`config.mk`:
```
export PLATFORM = sky130hd
export DESIGN_NAME = varint_zigzag_codec
export DESIGN_NICKNAME = d
export VERILOG_FILES = /design/src/design/vzc_pkg.sv /design/src/design/vzc_shift_unit.sv /design/src/design/vzc_seq.sv /design/src/design/varint_zigzag_codec.sv
export VERILOG_INCLUDE_DIRS = /design/src /design/src/design
export SDC_FILE = /design/constraint.sdc
export NUM_CORES = 1
export LEC_CHECK = 0
export BUFFER_PORTS_ARGS = -buffer_cell sky130_fd_sc_hd__buf_4
export CORE_ASPECT_RATIO = 0.7
export CORE_MARGIN = 3
export CORE_UTILIZATION = 55
export DETAILED_ROUTE_END_ITERATION = 12
export GPL_TIMING_DRIVEN = 0
export PLACE_DENSITY = 0.77
export SYNTH_ARGS = -nofsm -noshare
export SYNTH_HDL_FRONTEND = slang
export SYNTH_SLANG_ARGS = --single-unit
```
`constraint.sdc`:
```
create_clock -name clock -period 3 [get_ports clock]
set_input_delay 0.15 -clock clock [delete_from_list [all_inputs] [get_ports clock]]
set_output_delay 0.15 -clock clock [all_outputs]
set_load 0.05 [all_outputs]
```
`src/design/varint_zigzag_codec_defines.svh`:
```
// assertion macros shared by the varint codec modules
`ifndef VARINT_ZIGZAG_CODEC_DEFINES_SVH
`define VARINT_ZIGZAG_CODEC_DEFINES_SVH

`ifndef SYNTHESIS

// checked only while out of reset
`define VZC_ASSERT(label, prop, msg) \
   label: assert property (@(posedge clock) disable iff (reset) prop) else $error(msg);

// checked on every edge, reset included
`define VZC_ASSERT_ALWAYS(label, prop, msg) \
   label: assert property (@(posedge clock) prop) else $error(msg);

`else

`define VZC_ASSERT(label, prop, msg)
`define VZC_ASSERT_ALWAYS(label, prop, msg)

`endif

`endif

```
`src/design/vzc_pkg.sv`:
```
// types and constants of the varint zigzag codec
`timescale 1ns / 1ps
`default_nettype none

package vzc_pkg;

   localparam logic OP_ENCODE = 1'b0;
   localparam logic OP_DECODE = 1'b1;

   localparam logic KIND_BYTE  = 1'b0;
   localparam logic KIND_VALUE = 1'b1;

   localparam logic REG_WIDE_MODE = 1'b0;
   localparam logic REG_ZIGZAG    = 1'b1;

   localparam logic [7:0] CONT_BIT      = 8'h80;
   localparam logic [3:0] ENC_MAX_CONT  = 4'd9;
   localparam logic [3:0] LIMIT_NARROW  = 4'd5;
   localparam logic [3:0] LIMIT_WIDE    = 4'd10;
   localparam logic [5:0] GROUP_BITS    = 6'd7;

   typedef struct packed {
      logic        op;
      logic [63:0] value_in;
      logic [7:0]  byte_in;
   } req_beat_type;

   typedef struct packed {
      logic        kind;
      logic [7:0]  byte_out;
      logic        last;
      logic [63:0] value_out;
   } rsp_beat_type;

   typedef enum logic [1:0] {
      SEQ_IDLE,
      SEQ_ENC,
      SEQ_DEC_OUT
   } seq_state_type;

   // sequencer to datapath
   typedef struct packed {
      logic accept;
      logic enc_load;
      logic enc_emit;
      logic enc_last;
      logic dec_take;
      logic dec_emit;
      logic shift_right;
   } seq_ctrl_type;

   // datapath to sequencer
   typedef struct packed {
      logic work_big;
      logic dec_end;
      logic out_free;
   } dp_status_type;

endpackage

`default_nettype wire

```
`src/design/vzc_shift_unit.sv`:
```
// shared 64-bit shifter used for encode group stepping and decode group placement
`timescale 1ns / 1ps
`default_nettype none

module vzc_shift_unit
   import vzc_pkg::*;
(
   input  wire logic [63:0] operand,
   input  wire logic [5:0]  amount,
   input  wire logic        shift_right,
   output logic [63:0]      result
);

   always_comb begin
      if (shift_right) begin
         result = operand >> amount;
      end else begin
         result = operand << amount;
      end
   end

endmodule

`default_nettype wire

```
`src/design/vzc_seq.sv`:
```
// sequencer: input accept, encode byte stepping and decode value emission
`timescale 1ns / 1ps
`default_nettype none
`include "varint_zigzag_codec_defines.svh"

module vzc_seq
   import vzc_pkg::*;
(
   input  wire logic          clock,
   input  wire logic          reset,
   input  wire logic          req_valid,
   input  wire logic          req_op,
   input  wire dp_status_type status,
   output logic               req_stall,
   output seq_ctrl_type       ctrl
);

   seq_state_type state_ff, state_in;
   logic [3:0]    count_ff, count_in;
   logic          more;

   always_ff @(posedge clock) begin
      if (reset) begin
         state_ff <= SEQ_IDLE;
         count_ff <= '0;
      end else begin
         state_ff <= state_in;
         count_ff <= count_in;
      end
   end

   always_comb begin
      state_in  = state_ff;
      count_in  = count_ff;
      ctrl      = '0;
      req_stall = 1'b1;
      // a byte carries the continuation bit while groups remain
      more      = status.work_big && (count_ff < ENC_MAX_CONT);
      unique case (state_ff)
         SEQ_IDLE: begin
            req_stall = 1'b0;
            if (req_valid) begin
               ctrl.accept = 1'b1;
               if (req_op == OP_ENCODE) begin
                  ctrl.enc_load = 1'b1;
                  count_in      = '0;
                  state_in      = SEQ_ENC;
               end else begin
                  ctrl.dec_take = 1'b1;
                  if (status.dec_end) begin
                     state_in = SEQ_DEC_OUT;
                  end
               end
            end
         end
         SEQ_ENC: begin
            ctrl.shift_right = 1'b1;
            if (status.out_free) begin
               ctrl.enc_emit = 1'b1;
               ctrl.enc_last = !more;
               count_in      = 4'(count_ff + 4'd1);
               if (!more) begin
                  state_in = SEQ_IDLE;
               end
            end
         end
         SEQ_DEC_OUT: begin
            if (status.out_free) begin
               ctrl.dec_emit = 1'b1;
               state_in      = SEQ_IDLE;
            end
         end
         default: begin
            state_in = SEQ_IDLE;
         end
      endcase
   end

   `VZC_ASSERT(a_enc_count_bound, (state_ff == SEQ_ENC) |-> (count_ff <= ENC_MAX_CONT),
      "encode ran past ten bytes")
   `VZC_ASSERT(a_last_returns_idle, (ctrl.enc_emit && ctrl.enc_last) |=> (state_ff == SEQ_IDLE),
      "sequencer did not return to idle after the last byte")

endmodule

`default_nettype wire

```
`src/design/varint_zigzag_codec.sv`:
```
// Base-128 varint codec with optional zigzag mapping, 32-bit or 64-bit mode.
// An encode beat (op 0) is taken, then gives one byte per cycle while rsp_stall is low,
// from a shift register stepped by the shared shifter: n bytes, n from 1 to 5 in 32-bit
// mode and 1 to 10 in 64-bit mode, the last byte flagged by last. A decode beat (op 1)
// places one byte into the accumulator; a byte that ends the value moves the sequencer
// to SEQ_DEC_OUT, which emits the value (zigzag undone when enabled). The block takes no
// new beat until the current one is finished, and rsp_stall stretches each emission.
// The user must write registers over the csr port only while the block is idle; the
// block does not enforce it. Index 0: wide_mode (reset 1), 1: zigzag_enable (reset 0).
`timescale 1ns / 1ps
`default_nettype none
`include "varint_zigzag_codec_defines.svh"

module varint_zigzag_codec
   import vzc_pkg::*;
(
   input  wire logic         clock,
   input  wire logic         reset,
   input  wire logic         req_valid,
   output logic              req_stall,
   input  wire req_beat_type req_beat,
   output logic              rsp_valid,
   input  wire logic         rsp_stall,
   output rsp_beat_type      rsp_beat,
   input  wire logic         csr_valid,
   output logic              csr_ready,
   input  wire logic         csr_index,
   input  wire logic         csr_wdata
);

   logic          wide_mode_ff, wide_mode_in;
   logic          zigzag_ff, zigzag_in;
   logic [63:0]   acc_ff, acc_in;
   logic [3:0]    gc_ff, gc_in;
   logic [63:0]   work_ff, work_in;
   logic          rsp_valid_ff, rsp_valid_in;
   rsp_beat_type  rsp_beat_ff, rsp_beat_in;

   seq_ctrl_type  ctrl;
   dp_status_type status;

   logic [63:0]   mode_mask;
   logic [63:0]   enc_value;
   logic [63:0]   enc_mapped;
   logic [31:0]   zz_enc32;
   logic [6:0]    dec_shift;
   logic          dec_in_range;
   logic [3:0]    gc_next;
   logic [3:0]    dec_limit;
   logic [63:0]   shift_operand;
   logic [5:0]    shift_amount;
   logic [63:0]   shift_result;
   logic [63:0]   dec_value;
   logic [31:0]   zz_dec32;

   assign csr_ready = 1'b1;

   always_comb begin
      wide_mode_in = wide_mode_ff;
      zigzag_in    = zigzag_ff;
      if (csr_valid) begin
         unique case (csr_index)
            REG_WIDE_MODE: wide_mode_in = csr_wdata;
            REG_ZIGZAG:    zigzag_in    = csr_wdata;
            default:       ;
         endcase
      end
   end

   assign mode_mask = wide_mode_ff ? {64{1'b1}} : {32'd0, {32{1'b1}}};

   // encode operand, with zigzag applied when enabled
   assign enc_value = req_beat.value_in & mode_mask;
   assign zz_enc32  = {enc_value[30:0], 1'b0} ^ {32{enc_value[31]}};
   always_comb begin
      if (!zigzag_ff) begin
         enc_mapped = enc_value;
      end else if (wide_mode_ff) begin
         enc_mapped = {enc_value[62:0], 1'b0} ^ {64{enc_value[63]}};
      end else begin
         enc_mapped = {32'd0, zz_enc32};
      end
   end

   // decode group position is 7 * group count
   assign dec_shift    = {gc_ff, 3'b000} - {3'b000, gc_ff};
   assign dec_in_range = wide_mode_ff ? !dec_shift[6] : (dec_shift[6:5] == 2'b00);
   assign gc_next      = 4'(gc_ff + 4'd1);
   assign dec_limit    = wide_mode_ff ? LIMIT_WIDE : LIMIT_NARROW;

   assign shift_operand = ctrl.shift_right ? work_ff : {57'd0, req_beat.byte_in[6:0]};
   assign shift_amount  = ctrl.shift_right ? GROUP_BITS : dec_shift[5:0];

   vzc_shift_unit u_shift (
      .operand     (shift_operand),
      .amount      (shift_amount),
      .shift_right (ctrl.shift_right),
      .result      (shift_result)
   );

   assign status.work_big = |work_ff[63:7];
   assign status.dec_end  = !req_beat.byte_in[7] || (gc_next >= dec_limit) || (gc_next == 4'd0);
   assign status.out_free = !rsp_valid_ff || !rsp_stall;

   vzc_seq u_seq (
      .clock     (clock),
      .reset     (reset),
      .req_valid (req_valid),
      .req_op    (req_beat.op),
      .status    (status),
      .req_stall (req_stall),
      .ctrl      (ctrl)
   );

   // value leaving the decoder
   assign zz_dec32 = (acc_ff[31:0] >> 1) ^ {32{acc_ff[0]}};
   always_comb begin
      if (!zigzag_ff) begin
         dec_value = acc_ff & mode_mask;
      end else if (wide_mode_ff) begin
         dec_value = (acc_ff >> 1) ^ {64{acc_ff[0]}};
      end else begin
         dec_value = {{32{zz_dec32[31]}}, zz_dec32};
      end
   end

   always_comb begin
      acc_in       = acc_ff;
      gc_in        = gc_ff;
      work_in      = work_ff;
      rsp_valid_in = rsp_valid_ff && rsp_stall;
      rsp_beat_in  = rsp_beat_ff;
      if (ctrl.enc_load) begin
         work_in = enc_mapped;
      end
      if (ctrl.dec_take) begin
         acc_in = (acc_ff | (dec_in_range ? shift_result : 64'd0)) & mode_mask;
         gc_in  = gc_next;
      end
      if (ctrl.enc_emit) begin
         work_in               = shift_result;
         rsp_valid_in          = 1'b1;
         rsp_beat_in.kind      = KIND_BYTE;
         rsp_beat_in.byte_out  = ctrl.enc_last ? work_ff[7:0] : (CONT_BIT | {1'b0, work_ff[6:0]});
         rsp_beat_in.last      = ctrl.enc_last;
         rsp_beat_in.value_out = '0;
      end
      if (ctrl.dec_emit) begin
         acc_in                = '0;
         gc_in                 = '0;
         rsp_valid_in          = 1'b1;
         rsp_beat_in.kind      = KIND_VALUE;
         rsp_beat_in.byte_out  = '0;
         rsp_beat_in.last      = 1'b1;
         rsp_beat_in.value_out = dec_value;
      end
   end

   always_ff @(posedge clock) begin
      if (reset) begin
         wide_mode_ff <= 1'b1;
         zigzag_ff    <= 1'b0;
         acc_ff       <= '0;
         gc_ff        <= '0;
         rsp_valid_ff <= 1'b0;
      end else begin
         wide_mode_ff <= wide_mode_in;
         zigzag_ff    <= zigzag_in;
         acc_ff       <= acc_in;
         gc_ff        <= gc_in;
         rsp_valid_ff <= rsp_valid_in;
      end
   end

   always_ff @(posedge clock) begin
      work_ff     <= work_in;
      rsp_beat_ff <= rsp_beat_in;
   end

   assign rsp_valid = rsp_valid_ff;
   assign rsp_beat  = rsp_beat_ff;

   `VZC_ASSERT(a_emit_has_room, (ctrl.enc_emit || ctrl.dec_emit) |-> status.out_free,
      "result loaded over a held beat")
   `VZC_ASSERT(a_dec_emit_clears, ctrl.dec_emit |=> (gc_ff == 4'd0 && acc_ff == 64'd0),
      "decoder state not cleared after a value")
   `VZC_ASSERT(a_accept_handshake, ctrl.accept |-> (req_valid && !req_stall),
      "beat taken without a handshake")
   `VZC_ASSERT_ALWAYS(a_reset_quiet, reset |=> (!rsp_valid_ff && gc_ff == 4'd0),
      "output or decoder busy after reset")

endmodule

`default_nettype wire
```
# After elaboration in Yosys (flattened, before gate mapping)
# Cells that the tools add are included.
[totals] reg_bits=215 in_bits=80 output_inout_bits=77 elab_cells=99
[op_classes] add_sub_neg=3 magnitude_cmp=2 n_eq_ne=8 n_shift=2 muxes=41 bitwise_logic=9 n_reduce_logical=22
[ops] operator="$mux 64" n=12
[ops] operator="$and 64x64->64" n=3
[ops] operator="$or 64x64->64" n=1
[ops] operator="$shl 64x6->64" n=1
[ops] operator="$shr 64x6->64" n=1
[ops] operator="$xor 63x64->64" n=1
[ops] operator="$xor 64x64->64" n=1
[ops] operator="$reduce_or 57->1" n=1
[ops] operator="$xor 31x32->32" n=1
[ops] operator="$xor 32x32->32" n=1
[ops] operator="$mux 2" n=8
[ops] operator="$mux 4" n=4
[ops] operator="$mux 1" n=13
[ops] operator="$ne 2x2->1 const B" n=5
[ops] operator="$add 4x1->4 const B" n=2
[ops] operator="$mux 8" n=1
[ops] operator="$pmux 4 s2" n=1
[ops] operator="$sub 7x4->7" n=1
[ops] operator="$mux 6" n=1
[ops] operator="$pmux 2 s3" n=1
[ops] operator="$reduce_bool 2->1" n=3
[ops] operator="$logic_not 1->1" n=5
[ops] operator="$reduce_and 5->1" n=1
[ops] operator="$ge 4x4->1" n=1
[ops] operator="other kinds (12)" n=17

# Depth between registers and ports, before layout
[depth] ltp_word=8 mapped_depth=12 ltp_nobuf=8

# Cells and area by module
# From an unflattened synthesis, not the netlist that was laid out.
[unflattened] hier_cells=2098 area_unflattened_um2=19632.6
[modules_own_cells] mod="varint_zigzag_codec" n_inst=1 cells_per_inst=1078 area_each_um2=10727.8 seq_area_each_um2=5465.2
[modules_own_cells] mod="vzc_shift_unit" n_inst=1 cells_per_inst=977 area_each_um2=8530.7 seq_area_each_um2=0.0
[modules_own_cells] mod="vzc_seq" n_inst=1 cells_per_inst=43 area_each_um2=374.1 seq_area_each_um2=120.1

# Worst setup path before layout
# OpenSTA, ideal clock, no wires.
[synth_timing] kind="register to register" start="reg rsp_valid_ff, in the netlist rsp_valid" end="reg rsp_beat_ff, in the netlist rsp_beat[0], enable pin" setup_time_ns=0.418 arrival_time_ns=2.462 required_time_ns=2.582 setup_slack_ns=0.120 stages_incl_launch_ff=5 path_buffers=1 synth_period_minus_slack_ns=2.880 cell_sequence="dfxtp_1 -> a21oi_1 -> clkbuf_1 -> nor2_1 -> inv_1"
[synth_between] elab_chain_cells=5 word_cells_on_any_way=7 classes_between="mux: 4; reduce/logical: 3"
[synth_rtl] element="start, declared" line="varint_zigzag_codec.sv:36" rtl="logic rsp_valid_ff, rsp_valid_in;"
[synth_rtl] element="start signal, assigned" line="varint_zigzag_codec.sv:171" rtl="rsp_valid_ff <= rsp_valid_in;"
[synth_rtl] element="$logic_not 1->1 (*)" line="varint_zigzag_codec.sv:103" rtl="assign status.out_free = !rsp_valid_ff || !rsp_stall;"
[synth_rtl] element="$logic_or 1x1->1 (*)" line="varint_zigzag_codec.sv:103"
[synth_rtl] element="$mux 1 / $mux 2 (equally long branches)" line="vzc_seq.sv:68, vzc_seq.sv:58"
[synth_rtl] element="$mux 1 / $mux 2 (equally long branches)" line="vzc_seq.sv:39" rtl="unique case (state_ff)"
[synth_rtl] element="$reduce_bool 2->1 (no line) (*)"
[synth_rtl] element="end signal, assigned" line="varint_zigzag_codec.sv:177" rtl="rsp_beat_ff <= rsp_beat_in;"
[synth_rtl] element="end, declared" line="varint_zigzag_codec.sv:37" rtl="rsp_beat_type rsp_beat_ff, rsp_beat_in;"
# Every way passes the cells marked *; elsewhere a longest branch is shown, timed or not.
# A chain may end at the register's enable or synchronous reset.

# Final worst setup path
[layout_timing] start="reg gc_ff[0]" end="reg work_ff[0] (data pin)"
[layout_between] elab_chain_cells=5 word_cells_on_any_way=6 classes_between="add/sub: 1; shift: 2; mux: 3"
[layout_rtl] element="start, declared" line="varint_zigzag_codec.sv:34" rtl="logic [3:0] gc_ff, gc_in;"
[layout_rtl] element="start signal, assigned" line="varint_zigzag_codec.sv:170" rtl="gc_ff <= gc_in;"
[layout_rtl] element="$sub 7x4->7 (*)" line="varint_zigzag_codec.sv:86" rtl="assign dec_shift = {gc_ff, 3'b000} - {3'b000, gc_ff};"
[layout_rtl] element="$mux 6 (*)" line="varint_zigzag_codec.sv:92" rtl="assign shift_amount = ctrl.shift_right ? GROUP_BITS : dec_shift[5:0];"
[layout_rtl] element="$shl 64x6->64 / $shr 64x6->64 (equally long branches)" line="vzc_shift_unit.sv:18, vzc_shift_unit.sv:16"
[layout_rtl] element="$mux 64 (*)" line="vzc_shift_unit.sv:15" rtl="if (shift_right) begin"
[layout_rtl] element="$mux 64 (*)" line="varint_zigzag_codec.sv:140" rtl="if (ctrl.enc_emit) begin"
[layout_rtl] element="named net work_in[0]" line="varint_zigzag_codec.sv:35" rtl="logic [63:0] work_ff, work_in;"
[layout_rtl] element="end signal, assigned" line="varint_zigzag_codec.sv:176" rtl="work_ff <= work_in;"
[layout_rtl] element="end, declared" line="varint_zigzag_codec.sv:35"
# Mark *: on every way through the listed nets, which the timed path passes. The rest lies on a longest branch.

==> reports/metrics.cfg <==
[detailed_routing]
top_layer = met4
dr.pass1.iters = 8
drc = 0
wirelength_um = 38200
wl_per_cell_um = 21.6
ant_nets = 0
detail_route.vias_per_cell = 6.15
wl_met2_um = 15300
wl_met3_um = 5040
vias = 10879
drt_iter0_drc = 1487
route.layer.met1.wl_um = 16900

[timing]
fmax_ghz = 0.335
rsz0062_at_grt = true
worst_pin_slew_ns = 1.11
fin_tns_setup_ns = 0
fin_crit_sh = 0.994
timing.final.ws_setup_ns = 0.0183
slew-limit-headroom = 0.248
final_max_slew_viol_count = 0
fin_skew_ns = 0.0111
setup_violations = 0
fin_crit_ns = 2.98
finalHoldViolCount = 0

[finish]
finalNetCount = 1567
stdcell_count = 1769
num_antenna_cells = 0
syn2layout_area_growth_pct = 22.8
finalCoreUtilization = 0.696
drive_gt1_frac = 0.194
nFillCells = 1661

[logic_synthesis]
synth_top_cell_by_area = edfxtp_1
yosysUniqueCellTypes = 75
synthTopCellsByArea = edfxtp_1 (32%), dfxtp_1 (15%), xnor2_1 (9.5%)
ys.flop_type = edfxtp_1
syn-cell-area_um2 = 11900
synthCells = 1280
synthArstFlopShare = 0
seq_area_frac_synth = 0.471
synth_edf_count = 128
syn_avg_cell_area_um2 = 9.26
synth_top_area_frac = 0.324
ys_ff_latch = 215
synth_nets = 1369
ys_warn_count = 0

[worst_setup_path]
crit_path_end_kind = flip-flop
cp.required_ns = 3.19
path_class = reg2reg
rr_startpoint = gc_ff[0]
start_kind = flip-flop
reg2regPathDepth = 11
r2r_end = work_ff[0]
rrSetupSlack_ns = 0.02
critPathLaunch = gc_ff[0]
cp.arrival_ns = 3.17
cp_max_fo = 10

[status]
outcome = finished clean

[placement]
hpwl_um = 28400
dpl.cell_count = 1712
gp_congestion = 1.04
portBuffers = 154
pre_cts_slack_ns = -0.498

[hold_path]
hold_end = work_ff[43]
whs_path_depth = 3
hold_path.startpoint = req_beat[51]
min_path_type = in2reg

[clock_network]
clockBufferDepth = 3
numCtsBuffers = 21
cts_sinks = 215
cts_tree = done
h-tree-depth = 1
clock_latency_ns = 0.51
root_buffer = clkbuf_16
clk_pin_slew_ns = 0.07

[power_and_ir_drop]
vdd_ir_drop_max_uv = 530
cellPowerDensity_nw_per_um2 = 966
power_mw = 14.1
power_leakage_nw = 5.05

[die]
io_pins = 157
initial_core_util = 0.567
fp.dieArea_um2 = 23400
core.rowCount = 44
coreArea_um2 = 20900
dieHeight_um = 129
die_w_um = 181

[grt]
overflow = 0
grt_pass1_wl_um = 57600
grt_max_degree = 44
grt_pass1_vias = 9827
track_usage = 0.316
antenna_found_initial = 0

[job]
drv_cap = 0

## power breakdown
part,switching [mW],internal [mW]
clock,1.15,1.58
combinational,4.50,1.97
sequential,0.594,4.27
total,6.24,7.82
## registers in the layout, summed over array words and instances, names as in the netlist
signal	cells
gc_ff	4
rsp_valid	1
u_seq.state_ff	2
wide_mode_ff	1
u_seq.count_ff	4
acc_ff	64
rsp_beat	74
work_ff	64
zigzag_ff	1
## layout by cell type, fill, tap and decap left out, types with 7 or more instances in the layout
master and instances:
a221oi_1 10, a211oi_1 43, buf_1 21, a22o_1 13, nand2_1 168, inv_1 9
dfxtp_1 87, edfxtp_1 128, clkbuf_1 48, buf_4 171, o21ai_1 9, nor3_1 17
nor2_1 161, a31oi_1 9, xor2_1 7, xnor2_1 127, clkbuf_16 21, a32o_1 10
buf_2 16, nor4_1 16, a21oi_1 88, nand3_1 14, clkinv_2 7, ha_1 8
o21ai_0 97, mux2i_1 38, nor2b_1 8
## synthesized netlist by cell type (6+ instances only)
library cell / count
a21oi_1: 92
nor2b_1: 8
inv_1: 11
clkbuf_1: 49
a211oi_1: 44
nand2b_1: 6
nand3_1: 14
a31oi_1: 10
edfxtp_1: 128
a221oi_1: 11
xor2_1: 8
a32o_1: 10
ha_1: 9
buf_1: 21
nand2_1: 169
o21ai_0: 100
dfxtp_1: 87
nor4_1: 17
o22ai_1: 7
o31ai_1: 6
a22o_1: 13
nor3_1: 20
xnor2_1: 128
buf_2: 20
o21ai_1: 7
mux2i_1: 38
nor2_1: 162
## through the flow
stage | cell area (µm²) | hold slack [ns]
final | 14600 | 0.0179
after detailed placement | 13400 | 0.370
after floorplan | 11900 | 0.268
after CTS | 14300 | 0.0100
after global placement | 13400 | 0.377
after global routing | 14600 | 0.0366
## cells by family after synthesis
family          Yosys count  share of synthesized area
simple gates            426                      0.156
compound gates          341                      0.185
flops                   215                      0.471
xor+xnor                136                      0.101
buf+inv                 112                     0.0427
mux                      40                     0.0349
fa+ha+maj                 9                    0.00950
other cells               1                   0.000316
## layer usage
metal,up-vias,GRT usage
met2,652,0.434
met1,5168,0.487
met5,-,0
met3,80,0.0969
li1,4979,-
met4,0,0.0770
## layout make-up
type                       instances  area [µm²]  share of cell area
sequential                       215        5590               0.384
clock inverter                    13         148              0.0101
clock buffer                      25         551              0.0378
multi-input combinational        953        6020               0.414
inverter                          12        50.0             0.00344
buffer                           100         475              0.0327
timing repair buffer             175        1380              0.0947
tap                              276         345              0.0237
## worst max-delay path, cell delays in order, from the launching register on
cell and delay (ns):
dfxtp_1 0.41, buf_6 0.18, clkbuf_4 0.24, inv_1 0.11, ha_2 0.17, buf_2 0.19, and3b_1 0.23, o211ai_4 0.48
nor3_4 0.13, a22o_1 0.24, nand2_1 0.10, o21ai_0 0.18
## how the worst max path moves through the flow
stage,end,slack (ns)
4_1_cts,acc_ff[12],-0.04
5_1_grt,acc_ff[7],-0.09
3_3_place_gp,rsp_beat[46],-0.89
3_5_place_dp,work_ff[6],-0.50
6_report,work_ff[0],0.02
2_1_floorplan,rsp_beat[0],0.12
## repair_timing
item                       CTS  global route
setup buffers                4             9
pin swaps                    4             8
gates resized for setup     20            41
setup endpoints to repair   60            96
hold buffers                 6             0
hold endpoints to repair     3             0
Note: power is estimated with default switching activity, not from simulation.
